## config.mk

```make
export PLATFORM = sky130hd
export DESIGN_NAME = codec_register_playback_engine
export DESIGN_NICKNAME = d
export VERILOG_FILES = /design/src/crpe_pkg.sv /design/src/crpe_scaler.sv /design/src/crpe_core.sv /design/src/codec_register_playback_engine.sv
export SDC_FILE = /design/constraint.sdc
export NUM_CORES = 2
export LEC_CHECK = 0
export BUFFER_PORTS_ARGS = -buffer_cell sky130_fd_sc_hd__buf_2
export CORE_MARGIN = 2
export CORE_UTILIZATION = 45
export CTS_CLUSTER_DIAMETER = 200
export DETAILED_ROUTE_END_ITERATION = 8
export PLACE_DENSITY_LB_ADDON = 0.25
export SLEW_MARGIN = 10
export SYNTH_ARGS = -nofsm -noshare
export SYNTH_HDL_FRONTEND = slang
export SYNTH_SLANG_ARGS = --single-unit
export TNS_END_PERCENT = 100
```

## constraint.sdc

```tcl
create_clock -name clk -period 7.75 [get_ports clk]
set_input_delay 1.55 -clock clk [delete_from_list [all_inputs] [get_ports clk]]
set_output_delay 1.55 -clock clk [all_outputs]
set_load 0.01 [all_outputs]
```

## src/crpe_pkg.sv

```systemverilog
// ----------------------------------------------------------------------------
// crpe_pkg: shared types, codes and tables
// Item and result layouts, bus offsets, indexed register numbers, gain and
// rate tables for the register playback codec.
// ----------------------------------------------------------------------------
package crpe_pkg;

    localparam int REG_COUNT  = 16;
    localparam int GAIN_STEPS = 64;
    localparam int IDX_W      = $clog2(REG_COUNT);
    localparam int GAIN_W     = $clog2(GAIN_STEPS);

    // actions
    localparam logic [1:0] ACT_READ  = 2'd0;
    localparam logic [1:0] ACT_WRITE = 2'd1;
    localparam logic [1:0] ACT_TICK  = 2'd2;

    // bus offsets (0..3 all map to the config byte)
    localparam logic [2:0] OFF_INDEX  = 3'd4;
    localparam logic [2:0] OFF_DATA   = 3'd5;
    localparam logic [2:0] OFF_STATUS = 3'd6;

    // indexed registers with side effects
    localparam logic [IDX_W-1:0] IDX_LGAIN  = 4'd6;
    localparam logic [IDX_W-1:0] IDX_RGAIN  = 4'd7;
    localparam logic [IDX_W-1:0] IDX_FORMAT = 4'd8;
    localparam logic [IDX_W-1:0] IDX_CTRL   = 4'd9;
    localparam logic [IDX_W-1:0] IDX_IRQ_EN = 4'd10;
    localparam logic [IDX_W-1:0] IDX_RO     = 4'd12;
    localparam logic [IDX_W-1:0] IDX_CNT_HI = 4'd14;
    localparam logic [IDX_W-1:0] IDX_CNT_LO = 4'd15;

    // frame formats, format register bits 6:4
    localparam logic [2:0] FMT_MONO8    = 3'b000;
    localparam logic [2:0] FMT_STEREO8  = 3'b001;
    localparam logic [2:0] FMT_MONO16   = 3'b100;
    localparam logic [2:0] FMT_STEREO16 = 3'b101;

    localparam logic [7:0]  STATUS_INIT = 8'hcc;
    localparam logic [7:0]  READ_IDLE   = 8'hff;
    localparam logic [7:0]  SIGN_FLIP   = 8'h80;
    localparam logic [7:0]  CTRL_MASK   = 8'h41;
    localparam logic [7:0]  CTRL_RUN    = 8'h01;
    localparam logic [7:0]  CFG_ID      = 8'h04;
    localparam logic [7:0]  CFG_ID_MASK = 8'h40;
    localparam logic [16:0] PHASE_MAX   = 17'h1ffff;
    localparam logic [3:0]  IRQ_INIT    = 4'd7;
    localparam logic [1:0]  DMA_INIT    = 2'd3;

    typedef struct packed {
        logic [1:0]  action;
        logic [2:0]  offset;
        logic [7:0]  write_data;
        logic [31:0] dma_data;
    } item_t;

    typedef struct packed {
        logic [7:0]         read_data;
        logic signed [15:0] left_out;
        logic signed [15:0] right_out;
        logic [2:0]         dma_bytes_used;
        logic               irq_pulse;
        logic [3:0]         irq_number;
        logic [1:0]         dma_channel;
    } result_t;

    function automatic logic [7:0] reg_init(input logic [IDX_W-1:0] idx);
        logic [7:0] v;
        unique case (idx)
            4'd2, 4'd3, 4'd4, 4'd5, 4'd6, 4'd7: v = 8'h80;
            4'd9:                               v = 8'h08;
            4'd12:                              v = 8'h0a;
            default:                            v = 8'h00;
        endcase
        return v;
    endfunction

    function automatic logic [1:0] dma_map(input logic [1:0] sel);
        logic [1:0] v;
        unique case (sel)
            2'd0:    v = 2'd0;
            2'd1:    v = 2'd0;
            2'd2:    v = 2'd1;
            default: v = 2'd3;
        endcase
        return v;
    endfunction

    function automatic logic [3:0] irq_map(input logic [2:0] sel);
        logic [3:0] v;
        unique case (sel)
            3'd0:    v = 4'd5;
            3'd1:    v = 4'd7;
            3'd2:    v = 4'd9;
            3'd3:    v = 4'd10;
            3'd4:    v = 4'd11;
            3'd5:    v = 4'd12;
            3'd6:    v = 4'd14;
            default: v = 4'd15;
        endcase
        return v;
    endfunction

    // key = {divisor select, crystal select}; 1.16 step per output tick
    function automatic logic [16:0] rate_lookup(input logic [3:0] key);
        logic [16:0] v;
        unique case (key)
            4'h0: v = 17'd10922;
            4'h1: v = 17'd7526;
            4'h2: v = 17'd21845;
            4'h3: v = 17'd15052;
            4'h4: v = 17'd37449;
            4'h5: v = 17'd25804;
            4'h6: v = 17'd43690;
            4'h7: v = 17'd30105;
            4'h8: v = 17'd74898;
            4'h9: v = 17'd51609;
            4'ha: v = 17'd87381;
            4'hb: v = 17'd60211;
            4'hc: v = 17'd65536;
            4'hd: v = 17'd45158;
            4'he: v = 17'd13107;
            4'hf: v = 17'd9031;
        endcase
        return v;
    endfunction

    // attenuation in 3 dB steps, 16-bit fraction
    function automatic logic [16:0] gain_lookup(input logic [GAIN_W-1:0] step);
        logic [16:0] v;
        unique case (step)
            6'd0:    v = 17'd65536;
            6'd1:    v = 17'd46395;
            6'd2:    v = 17'd32845;
            6'd3:    v = 17'd23253;
            6'd4:    v = 17'd16461;
            6'd5:    v = 17'd11654;
            6'd6:    v = 17'd8250;
            6'd7:    v = 17'd5840;
            6'd8:    v = 17'd4135;
            6'd9:    v = 17'd2927;
            6'd10:   v = 17'd2072;
            6'd11:   v = 17'd1467;
            6'd12:   v = 17'd1038;
            6'd13:   v = 17'd735;
            6'd14:   v = 17'd520;
            6'd15:   v = 17'd368;
            6'd16:   v = 17'd260;
            6'd17:   v = 17'd184;
            6'd18:   v = 17'd130;
            6'd19:   v = 17'd92;
            6'd20:   v = 17'd65;
            6'd21:   v = 17'd46;
            6'd22:   v = 17'd32;
            6'd23:   v = 17'd23;
            6'd24:   v = 17'd16;
            6'd25:   v = 17'd11;
            6'd26:   v = 17'd8;
            6'd27:   v = 17'd5;
            6'd28:   v = 17'd4;
            6'd29:   v = 17'd2;
            6'd30:   v = 17'd2;
            6'd31:   v = 17'd1;
            6'd32:   v = 17'd1;
            default: v = 17'd0;
        endcase
        return v;
    endfunction

endpackage

```

## src/crpe_scaler.sv

```systemverilog
// ----------------------------------------------------------------------------
// crpe_scaler: one channel of output gain
// Multiplies a held sample by the ROM gain of its gain register, floors the
// 16.16 product, or returns zero when the mute bit is set.
// ----------------------------------------------------------------------------
module crpe_scaler (
    input  logic [15:0]        held,
    input  logic [7:0]         gain_reg,
    output logic signed [15:0] scaled
);

    logic [16:0]        gain;
    logic signed [33:0] prod;

    assign gain = crpe_pkg::gain_lookup(gain_reg[crpe_pkg::GAIN_W-1:0]);
    assign prod = $signed(held) * $signed({1'b0, gain});

    // bits 31:16 of the product are the floor of prod / 2^16
    assign scaled = gain_reg[7] ? 16'sd0 : prod[31:16];

endmodule

```

## src/crpe_core.sv

```systemverilog
// ----------------------------------------------------------------------------
// crpe_core: codec register state and per-word processing
// Holds the bus registers, indexed registers, phase accumulator and sample
// counter; computes one result from one word and updates state on en.
// ----------------------------------------------------------------------------
module crpe_core (
    input  logic              clk,
    input  logic              rst_n,
    input  logic              en,
    input  crpe_pkg::item_t   item,
    output crpe_pkg::result_t res
);

    localparam int IW = crpe_pkg::IDX_W;

    logic [7:0]  config_reg,  config_next;
    logic [IW-1:0] index_reg, index_next;
    logic        xfer_reg,    xfer_next;
    logic        mce_reg,     mce_next;
    logic [7:0]  status_reg,  status_next;
    logic [16:0] count_reg,   count_next;
    logic [15:0] lheld_reg,   lheld_next;
    logic [15:0] rheld_reg,   rheld_next;
    logic [16:0] phase_reg,   phase_next;
    logic [16:0] rate_reg,    rate_next;
    logic        run_reg,     run_next;
    logic [3:0]  irq_reg,     irq_next;
    logic [1:0]  dma_reg,     dma_next;
    logic [7:0]  regs_reg [crpe_pkg::REG_COUNT];

    logic        wr_en;
    logic        is_tick;
    logic [17:0] phase_sum;
    logic [16:0] phase_sat;
    logic [16:0] count_base;
    logic [7:0]  b0, b1, b2, b3;
    logic [7:0]  v;
    logic signed [15:0] left_s, right_s;

    crpe_scaler u_left (
        .held     (lheld_reg),
        .gain_reg (regs_reg[crpe_pkg::IDX_LGAIN]),
        .scaled   (left_s)
    );

    crpe_scaler u_right (
        .held     (rheld_reg),
        .gain_reg (regs_reg[crpe_pkg::IDX_RGAIN]),
        .scaled   (right_s)
    );

    assign v  = item.write_data;
    assign b0 = item.dma_data[7:0];
    assign b1 = item.dma_data[15:8];
    assign b2 = item.dma_data[23:16];
    assign b3 = item.dma_data[31:24];

    assign is_tick    = (item.action == crpe_pkg::ACT_TICK) && run_reg;
    assign phase_sum  = {1'b0, phase_reg} + {1'b0, rate_reg};
    assign phase_sat  = phase_sum[17] ? crpe_pkg::PHASE_MAX : phase_sum[16:0];
    assign count_base = count_reg[16]
                      ? {1'b0, regs_reg[crpe_pkg::IDX_CNT_HI], regs_reg[crpe_pkg::IDX_CNT_LO]}
                      : count_reg;

    always_comb
    begin
        config_next = config_reg;
        index_next  = index_reg;
        xfer_next   = xfer_reg;
        mce_next    = mce_reg;
        status_next = status_reg;
        count_next  = count_reg;
        lheld_next  = lheld_reg;
        rheld_next  = rheld_reg;
        phase_next  = phase_reg;
        rate_next   = rate_reg;
        run_next    = run_reg;
        irq_next    = irq_reg;
        dma_next    = dma_reg;
        wr_en       = 1'b0;

        res                = '0;
        res.read_data      = crpe_pkg::READ_IDLE;

        unique case (item.action)
            crpe_pkg::ACT_READ:
            begin
                unique if (item.offset[2] == 1'b0)
                    res.read_data = crpe_pkg::CFG_ID | (config_reg & crpe_pkg::CFG_ID_MASK);
                else if (item.offset == crpe_pkg::OFF_INDEX)
                    res.read_data = {1'b0, mce_reg, xfer_reg, 1'b0, index_reg};
                else if (item.offset == crpe_pkg::OFF_DATA)
                    res.read_data = regs_reg[index_reg];
                else if (item.offset == crpe_pkg::OFF_STATUS)
                    res.read_data = status_reg;
                else
                    res.read_data = crpe_pkg::READ_IDLE;
            end
            crpe_pkg::ACT_WRITE:
            begin
                unique if (item.offset[2] == 1'b0)
                begin
                    config_next = v;
                    dma_next    = crpe_pkg::dma_map(v[1:0]);
                    irq_next    = crpe_pkg::irq_map(v[5:3]);
                end
                else if (item.offset == crpe_pkg::OFF_INDEX)
                begin
                    index_next = v[IW-1:0];
                    xfer_next  = v[5];
                    mce_next   = v[6];
                end
                else if (item.offset == crpe_pkg::OFF_DATA)
                begin
                    wr_en = (index_reg != crpe_pkg::IDX_RO);
                    if (index_reg == crpe_pkg::IDX_FORMAT)
                        rate_next = crpe_pkg::rate_lookup(v[3:0]);
                    if (index_reg == crpe_pkg::IDX_CTRL)
                    begin
                        if (!run_reg)
                            phase_next = '0;
                        run_next = ((v & crpe_pkg::CTRL_MASK) == crpe_pkg::CTRL_RUN);
                    end
                    if (index_reg == crpe_pkg::IDX_CNT_HI)
                        count_next = {1'b0, v, regs_reg[crpe_pkg::IDX_CNT_LO]};
                end
                else if (item.offset == crpe_pkg::OFF_STATUS)
                    status_next[0] = 1'b0;
                else
                begin
                    // spare offset: write dropped
                end
            end
            default:
            begin
                if (is_tick)
                begin
                    res.left_out  = left_s;
                    res.right_out = right_s;
                    phase_next    = phase_sat;
                    if (phase_sat[16])
                    begin
                        phase_next = {1'b0, phase_sat[15:0]};
                        // counter ran out: reload and flag the interrupt
                        if (count_reg[16] && !status_reg[0])
                        begin
                            status_next[0] = 1'b1;
                            res.irq_pulse  = regs_reg[crpe_pkg::IDX_IRQ_EN][1];
                        end
                        count_next = count_base - 17'd1;
                        unique case (regs_reg[crpe_pkg::IDX_FORMAT][6:4])
                            crpe_pkg::FMT_MONO8:
                            begin
                                lheld_next = {b0 ^ crpe_pkg::SIGN_FLIP, 8'h00};
                                rheld_next = {b0 ^ crpe_pkg::SIGN_FLIP, 8'h00};
                                res.dma_bytes_used = 3'd1;
                            end
                            crpe_pkg::FMT_STEREO8:
                            begin
                                lheld_next = {b0 ^ crpe_pkg::SIGN_FLIP, 8'h00};
                                rheld_next = {b1 ^ crpe_pkg::SIGN_FLIP, 8'h00};
                                res.dma_bytes_used = 3'd2;
                            end
                            crpe_pkg::FMT_MONO16:
                            begin
                                lheld_next = {b0, b1};
                                rheld_next = {b0, b1};
                                res.dma_bytes_used = 3'd2;
                            end
                            crpe_pkg::FMT_STEREO16:
                            begin
                                lheld_next = {b0, b1};
                                rheld_next = {b2, b3};
                                res.dma_bytes_used = 3'd4;
                            end
                            default:
                            begin
                                // unknown format: nothing fetched
                            end
                        endcase
                    end
                end
            end
        endcase

        res.irq_number  = irq_next;
        res.dma_channel = dma_next;
    end

    always_ff @(posedge clk or negedge rst_n)
    begin
        if (!rst_n)
        begin
            config_reg <= '0;
            index_reg  <= '0;
            xfer_reg   <= 1'b0;
            mce_reg    <= 1'b1;
            status_reg <= crpe_pkg::STATUS_INIT;
            count_reg  <= '0;
            lheld_reg  <= '0;
            rheld_reg  <= '0;
            phase_reg  <= '0;
            rate_reg   <= '0;
            run_reg    <= 1'b0;
            irq_reg    <= crpe_pkg::IRQ_INIT;
            dma_reg    <= crpe_pkg::DMA_INIT;
            for (int i = 0; i < crpe_pkg::REG_COUNT; i++)
            begin
                regs_reg[i] <= crpe_pkg::reg_init(IW'(i));
            end
        end
        else if (en)
        begin
            config_reg <= config_next;
            index_reg  <= index_next;
            xfer_reg   <= xfer_next;
            mce_reg    <= mce_next;
            status_reg <= status_next;
            count_reg  <= count_next;
            lheld_reg  <= lheld_next;
            rheld_reg  <= rheld_next;
            phase_reg  <= phase_next;
            rate_reg   <= rate_next;
            run_reg    <= run_next;
            irq_reg    <= irq_next;
            dma_reg    <= dma_next;
            if (wr_en)
                regs_reg[index_reg] <= v;
        end
    end

endmodule

```

## src/codec_register_playback_engine.sv

```systemverilog
// ----------------------------------------------------------------------------
// codec_register_playback_engine: register playback codec top level
// Pipeline: two register stages (input register, then result register); an
// input word is held in the input register, passes once through the core and
// is registered as its result. One word per cycle while the output is not stalled.
// Reset: async active low; bus and indexed registers take their init values,
// the playback engine is stopped and both pipeline registers are empty.
// ----------------------------------------------------------------------------
module codec_register_playback_engine (
    input  logic        clk,
    input  logic        rst_n,
    input  logic        s_tvalid,
    output logic        s_tready,
    input  logic [47:0] s_tdata,   // offset[2:0], write_data[10:3], dma_data[42:11], zero pad
    input  logic [1:0]  s_tuser,   // action[1:0]
    output logic        m_tvalid,
    input  logic        m_tready,
    output logic [55:0] m_tdata    // read_data[7:0], left_out[23:8], right_out[39:24],
                                   // dma_bytes_used[42:40], irq_pulse[43],
                                   // irq_number[47:44], dma_channel[49:48], zero pad
);

    crpe_pkg::item_t   in_reg;
    crpe_pkg::result_t out_reg;
    crpe_pkg::result_t res;
    logic              in_valid_reg;
    logic              out_valid_reg;
    logic              advance;
    logic              s_fire;

    assign advance  = in_valid_reg && (!out_valid_reg || m_tready);
    assign s_tready = !in_valid_reg || advance;
    assign s_fire   = s_tvalid && s_tready;

    crpe_core u_core (
        .clk   (clk),
        .rst_n (rst_n),
        .en    (advance),
        .item  (in_reg),
        .res   (res)
    );

    always_ff @(posedge clk or negedge rst_n)
    begin
        if (!rst_n)
        begin
            in_valid_reg  <= 1'b0;
            out_valid_reg <= 1'b0;
        end
        else
        begin
            if (s_fire)
                in_valid_reg <= 1'b1;
            else if (advance)
                in_valid_reg <= 1'b0;

            if (advance)
                out_valid_reg <= 1'b1;
            else if (m_tready)
                out_valid_reg <= 1'b0;
        end
    end

    always_ff @(posedge clk)
    begin
        if (s_fire)
        begin
            in_reg.action     <= s_tuser;
            in_reg.offset     <= s_tdata[2:0];
            in_reg.write_data <= s_tdata[10:3];
            in_reg.dma_data   <= s_tdata[42:11];
        end
        if (advance)
            out_reg <= res;
    end

    assign m_tvalid = out_valid_reg;
    assign m_tdata  = {6'd0, out_reg.dma_channel, out_reg.irq_number, out_reg.irq_pulse,
                       out_reg.dma_bytes_used, out_reg.right_out, out_reg.left_out,
                       out_reg.read_data};

    // a frame is one, two or four bytes
    a_used_legal: assert property (@(posedge clk) disable iff (!rst_n)
        m_tvalid |-> (m_tdata[42:40] == 3'd0 || m_tdata[42:40] == 3'd1 ||
                      m_tdata[42:40] == 3'd2 || m_tdata[42:40] == 3'd4))
        else $error("dma_bytes_used out of range");

    // a fetching tick never returns bus read data
    a_fetch_no_read: assert property (@(posedge clk) disable iff (!rst_n)
        (m_tvalid && m_tdata[42:40] != 3'd0) |-> (m_tdata[7:0] == crpe_pkg::READ_IDLE))
        else $error("fetch result carries read data");

    // a waiting input word is not dropped
    a_in_hold: assert property (@(posedge clk) disable iff (!rst_n)
        (in_valid_reg && !advance) |=> in_valid_reg)
        else $error("input word lost while stalled");

endmodule

```

==> results.toml <==
[logic_synthesis]
ys.warnings.count = 0
synth_cells = 3523
synth_area_leaders = "fa_1, dfrtp_1, ha_1"
synth-edff-count = 95
synth_top_area_share = 0.245
syn-cell-area_um2 = 34000
synthArstFlopShare = 0.705
syn_avg_cell_area_um2 = 9.64
yosys.area.top_type = "fa_1"
synthDistinctLibCells = 75
synth.yosys.seq_area_share = 0.252
synthFlopType = "dfrtp_1"
synth_seq_cells = 322

[detailed_routing]
final_antenna_net_count = 0
vias_per_cell = 5.38
drc = 0
wl_um = 83900
drt_iter0_drc = 1451
firstDrtPassIters = 5
vias = 24700
wl_per_cell_um = 18.3

[power]
power_mw = 4.54
vdd_drop_max_v = 0.000145
p_per_area_nw_per_um2 = 121
p_leak_nw = 18.1

[layout]
drive_above_1_share = 0.133
largest_reg_flops = 128
layout.nets = 4304
stdcell_count = 4581
antenna_cells = 0
area_delta_synth_final_pct = 10.1
multiInputGateArea_um2 = 22700
seqCellArea_um2 = 8550
n_fill_cell = 6989
design_area_um2 = 37400

[floorplanning]
die_y_um = 279
placementRows = 100
die_w_um = 279
initial_core_util = 0.456
die_area_um2 = 77700
io_pins = 112
core_area_um2 = 74600

[cts]
clkTransAtPathRegs_ns = 0.07
numClockSinks = 322
h-tree-depth = 2
clk_latency_ns = 0.59
cts_tree = "built"
ctsRootBufferMaster = "clkbuf_16"
cts_buffers = 41
ctsLongestPathBuffers = 3

[global_routing]
grt_first_pass_wirelength_um = 138000
antenna_found_initial = 1
grt_max_degree = 138
grt_pass1_vias = 25400
track_usage = 0.223
grt_overflow_total = 0

[setup_path]
crit_slowest_cell = "fa_1"
start_kind = "flip-flop"
cp.required_ns = 8.07
critPathKind = "flip-flop to flip-flop"
critical_path_arrival_ns = 7.69
max_stage_delay_ns = 0.54
worstPathMaxFanout = 16
path_common_cell = "fa_1"
cp-end-kind = "flip-flop"

[hold_path]
hold_class = "flip-flop to flip-flop"

[sta]
report.final.slew_viol_count = 0
finalSetupTns_ns = 0
holdWs_ns = 0.367
max_slew.worst_pin.slew_ns = 1.14
maxSlewHeadroom = 0.239
fin_crit_sh = 0.951
fmax_mhz = 136
post-route-min-period_ns = 7.37
clock_skew_ns = 0.0242
hold_viol_final = 0
setup_violations = 0

[placement]
port_buffers = 100
place_congestion = 0.869
hpwlAfterDp_um = 61400
dp.cells = 4503
place_area_um2 = 35900

[run]
drv_cap = 0

[run_status]
status = "finished, final reports clean"
==> path summary, 6_finish.rpt <==
| path | start | endpoint | slack, ns | cells past startpoint |
|---|---|---|---|---|
| worst max register to register | u_core.regs_reg[73]$_DFFE_PN0P_ | m_tdata[22]$_SDFFCE_PP0P_ | 0.38 | 30 |
| worst max-delay path | u_core.regs_reg[73]$_DFFE_PN0P_ | m_tdata[22]$_SDFFCE_PP0P_ | 0.38 | 30 |
| min in group asynchronous | rst_n | u_core.count_reg[5]$_DFFE_PN0P_ | 0.96 | 1 |
| worst min-delay path | u_core.regs_reg[25]$_DFFE_PN1P_ | u_core.regs_reg[25]$_DFFE_PN1P_ | 0.37 | 0 |
| max in group asynchronous | rst_n | u_core.lheld_reg[2]$_DFFE_PN0P_ | 5.57 | 2 |
| worst min register to register | u_core.regs_reg[25]$_DFFE_PN1P_ | u_core.regs_reg[25]$_DFFE_PN1P_ | 0.37 | 0 |
==> what timing repair did <==
action | CTS | global route
hold buffers | 0 | 0
endpoints found under the hold margin | 0 | 0
buffers inserted | 0 | 2
gates cloned | 0 | 0
pin swaps | 0 | 4
resized for setup | 1 | 22
endpoints found under the setup margin | 4 | 19
==> cell type report <==
type | count | share of cell area
clock buffers | 60 | 0.0341
clock inverters | 16 | 0.00418
inverters | 540 | 0.0542
multi-input cells | 2470 | 0.608
flip-flops and latches | 322 | 0.229
well taps | 969 | 0.0324
repair buffers | 204 | 0.0382
==> stage by stage <==
stage	setup slack [ns]	util
after CTS	0.0143	0.500
after detailed placement	-0.142	0.481
final	0.378	0.502
after global placement	-0.0815	0.481
after global routing	-0.0536	0.502
after floorplan	0.398	-
==> cell usage after synthesis, types with 31 or more instances <==
cell and count:
and3_1 35, nor3_1 37, ha_1 256, a21o_1 39, o21ai_0 158, mux2i_1 33, dfrtp_1 212, mux4_2 39
fa_1 415, a21oi_1 95, and2_1 248, clkbuf_1 157, nand2b_1 32, mux2_2 101, nor2_1 165, inv_1 538
nand3_1 31, edfxtp_1 95, nand2_1 447, xnor2_1 34
==> cell usage in the layout, fill, tap and decap left out, types with 9 or more instances in the layout <==
cell type,n
a211oi_1,23
a21o_1,39
a21oi_1,90
a22oi_1,9
a31oi_1,26
and2_1,247
and3_1,35
buf_12,11
buf_2,99
buf_4,93
clkbuf_16,46
dfrtp_1,211
dfstp_2,15
edfxtp_1,95
fa_1,415
ha_1,253
inv_1,536
mux2_2,101
mux2i_1,31
mux4_2,39
nand2_1,447
nand2b_1,32
nand3_1,31
nand4_1,14
nor2_1,164
nor2b_1,23
nor3_1,35
o211ai_1,11
o21a_1,13
o21ai_0,157
o21ai_1,29
xnor2_1,34
xor2_1,24
==> kinds of logic (layout without fill, tap and decap cells) <==
family,after synthesis,count (layout),synth area share
simple gates,1085,1085,0.154
other cells,1,6,0.000110
fa+ha+maj,671,671,0.339
buf+inv,736,820,0.0830
flops,322,322,0.252
mux,180,180,0.0721
compound gates,470,470,0.0854
xor+xnor,58,58,0.0150
==> critical path: cells and delay by family, from the launching register on <==
family,cells,cell delay (ns)
adder cells (fa/ha/maj),8,3.65
AO/OA/AOI/OAI,7,1.12
buffers and inverters,9,1.08
AND/OR/NAND/NOR,5,0.75
flip-flops,1,0.37
multiplexers,1,0.14
==> routing by layer <==
metal,track usage,vias to the layer above,wire (um)
met5,0,-,11
met4,0.0562,2,1890
met3,0.0403,133,4790
met2,0.366,557,39800
met1,0.305,12500,37400
li1,-,11500,-
==> power breakdown <==
| part | leakage, nW | internal (mW) | switching, mW | total, mW |
|---|---|---|---|---|
| clock network | 0.706 | 1.19 | 0.817 | 2.01 |
| logic | 13.5 | 0.232 | 0.332 | 0.564 |
| registers | 3.97 | 1.87 | 0.0993 | 1.97 |
| total | 18.1 | 3.29 | 1.25 | 4.54 |
(Power assumes the default switching activity.)
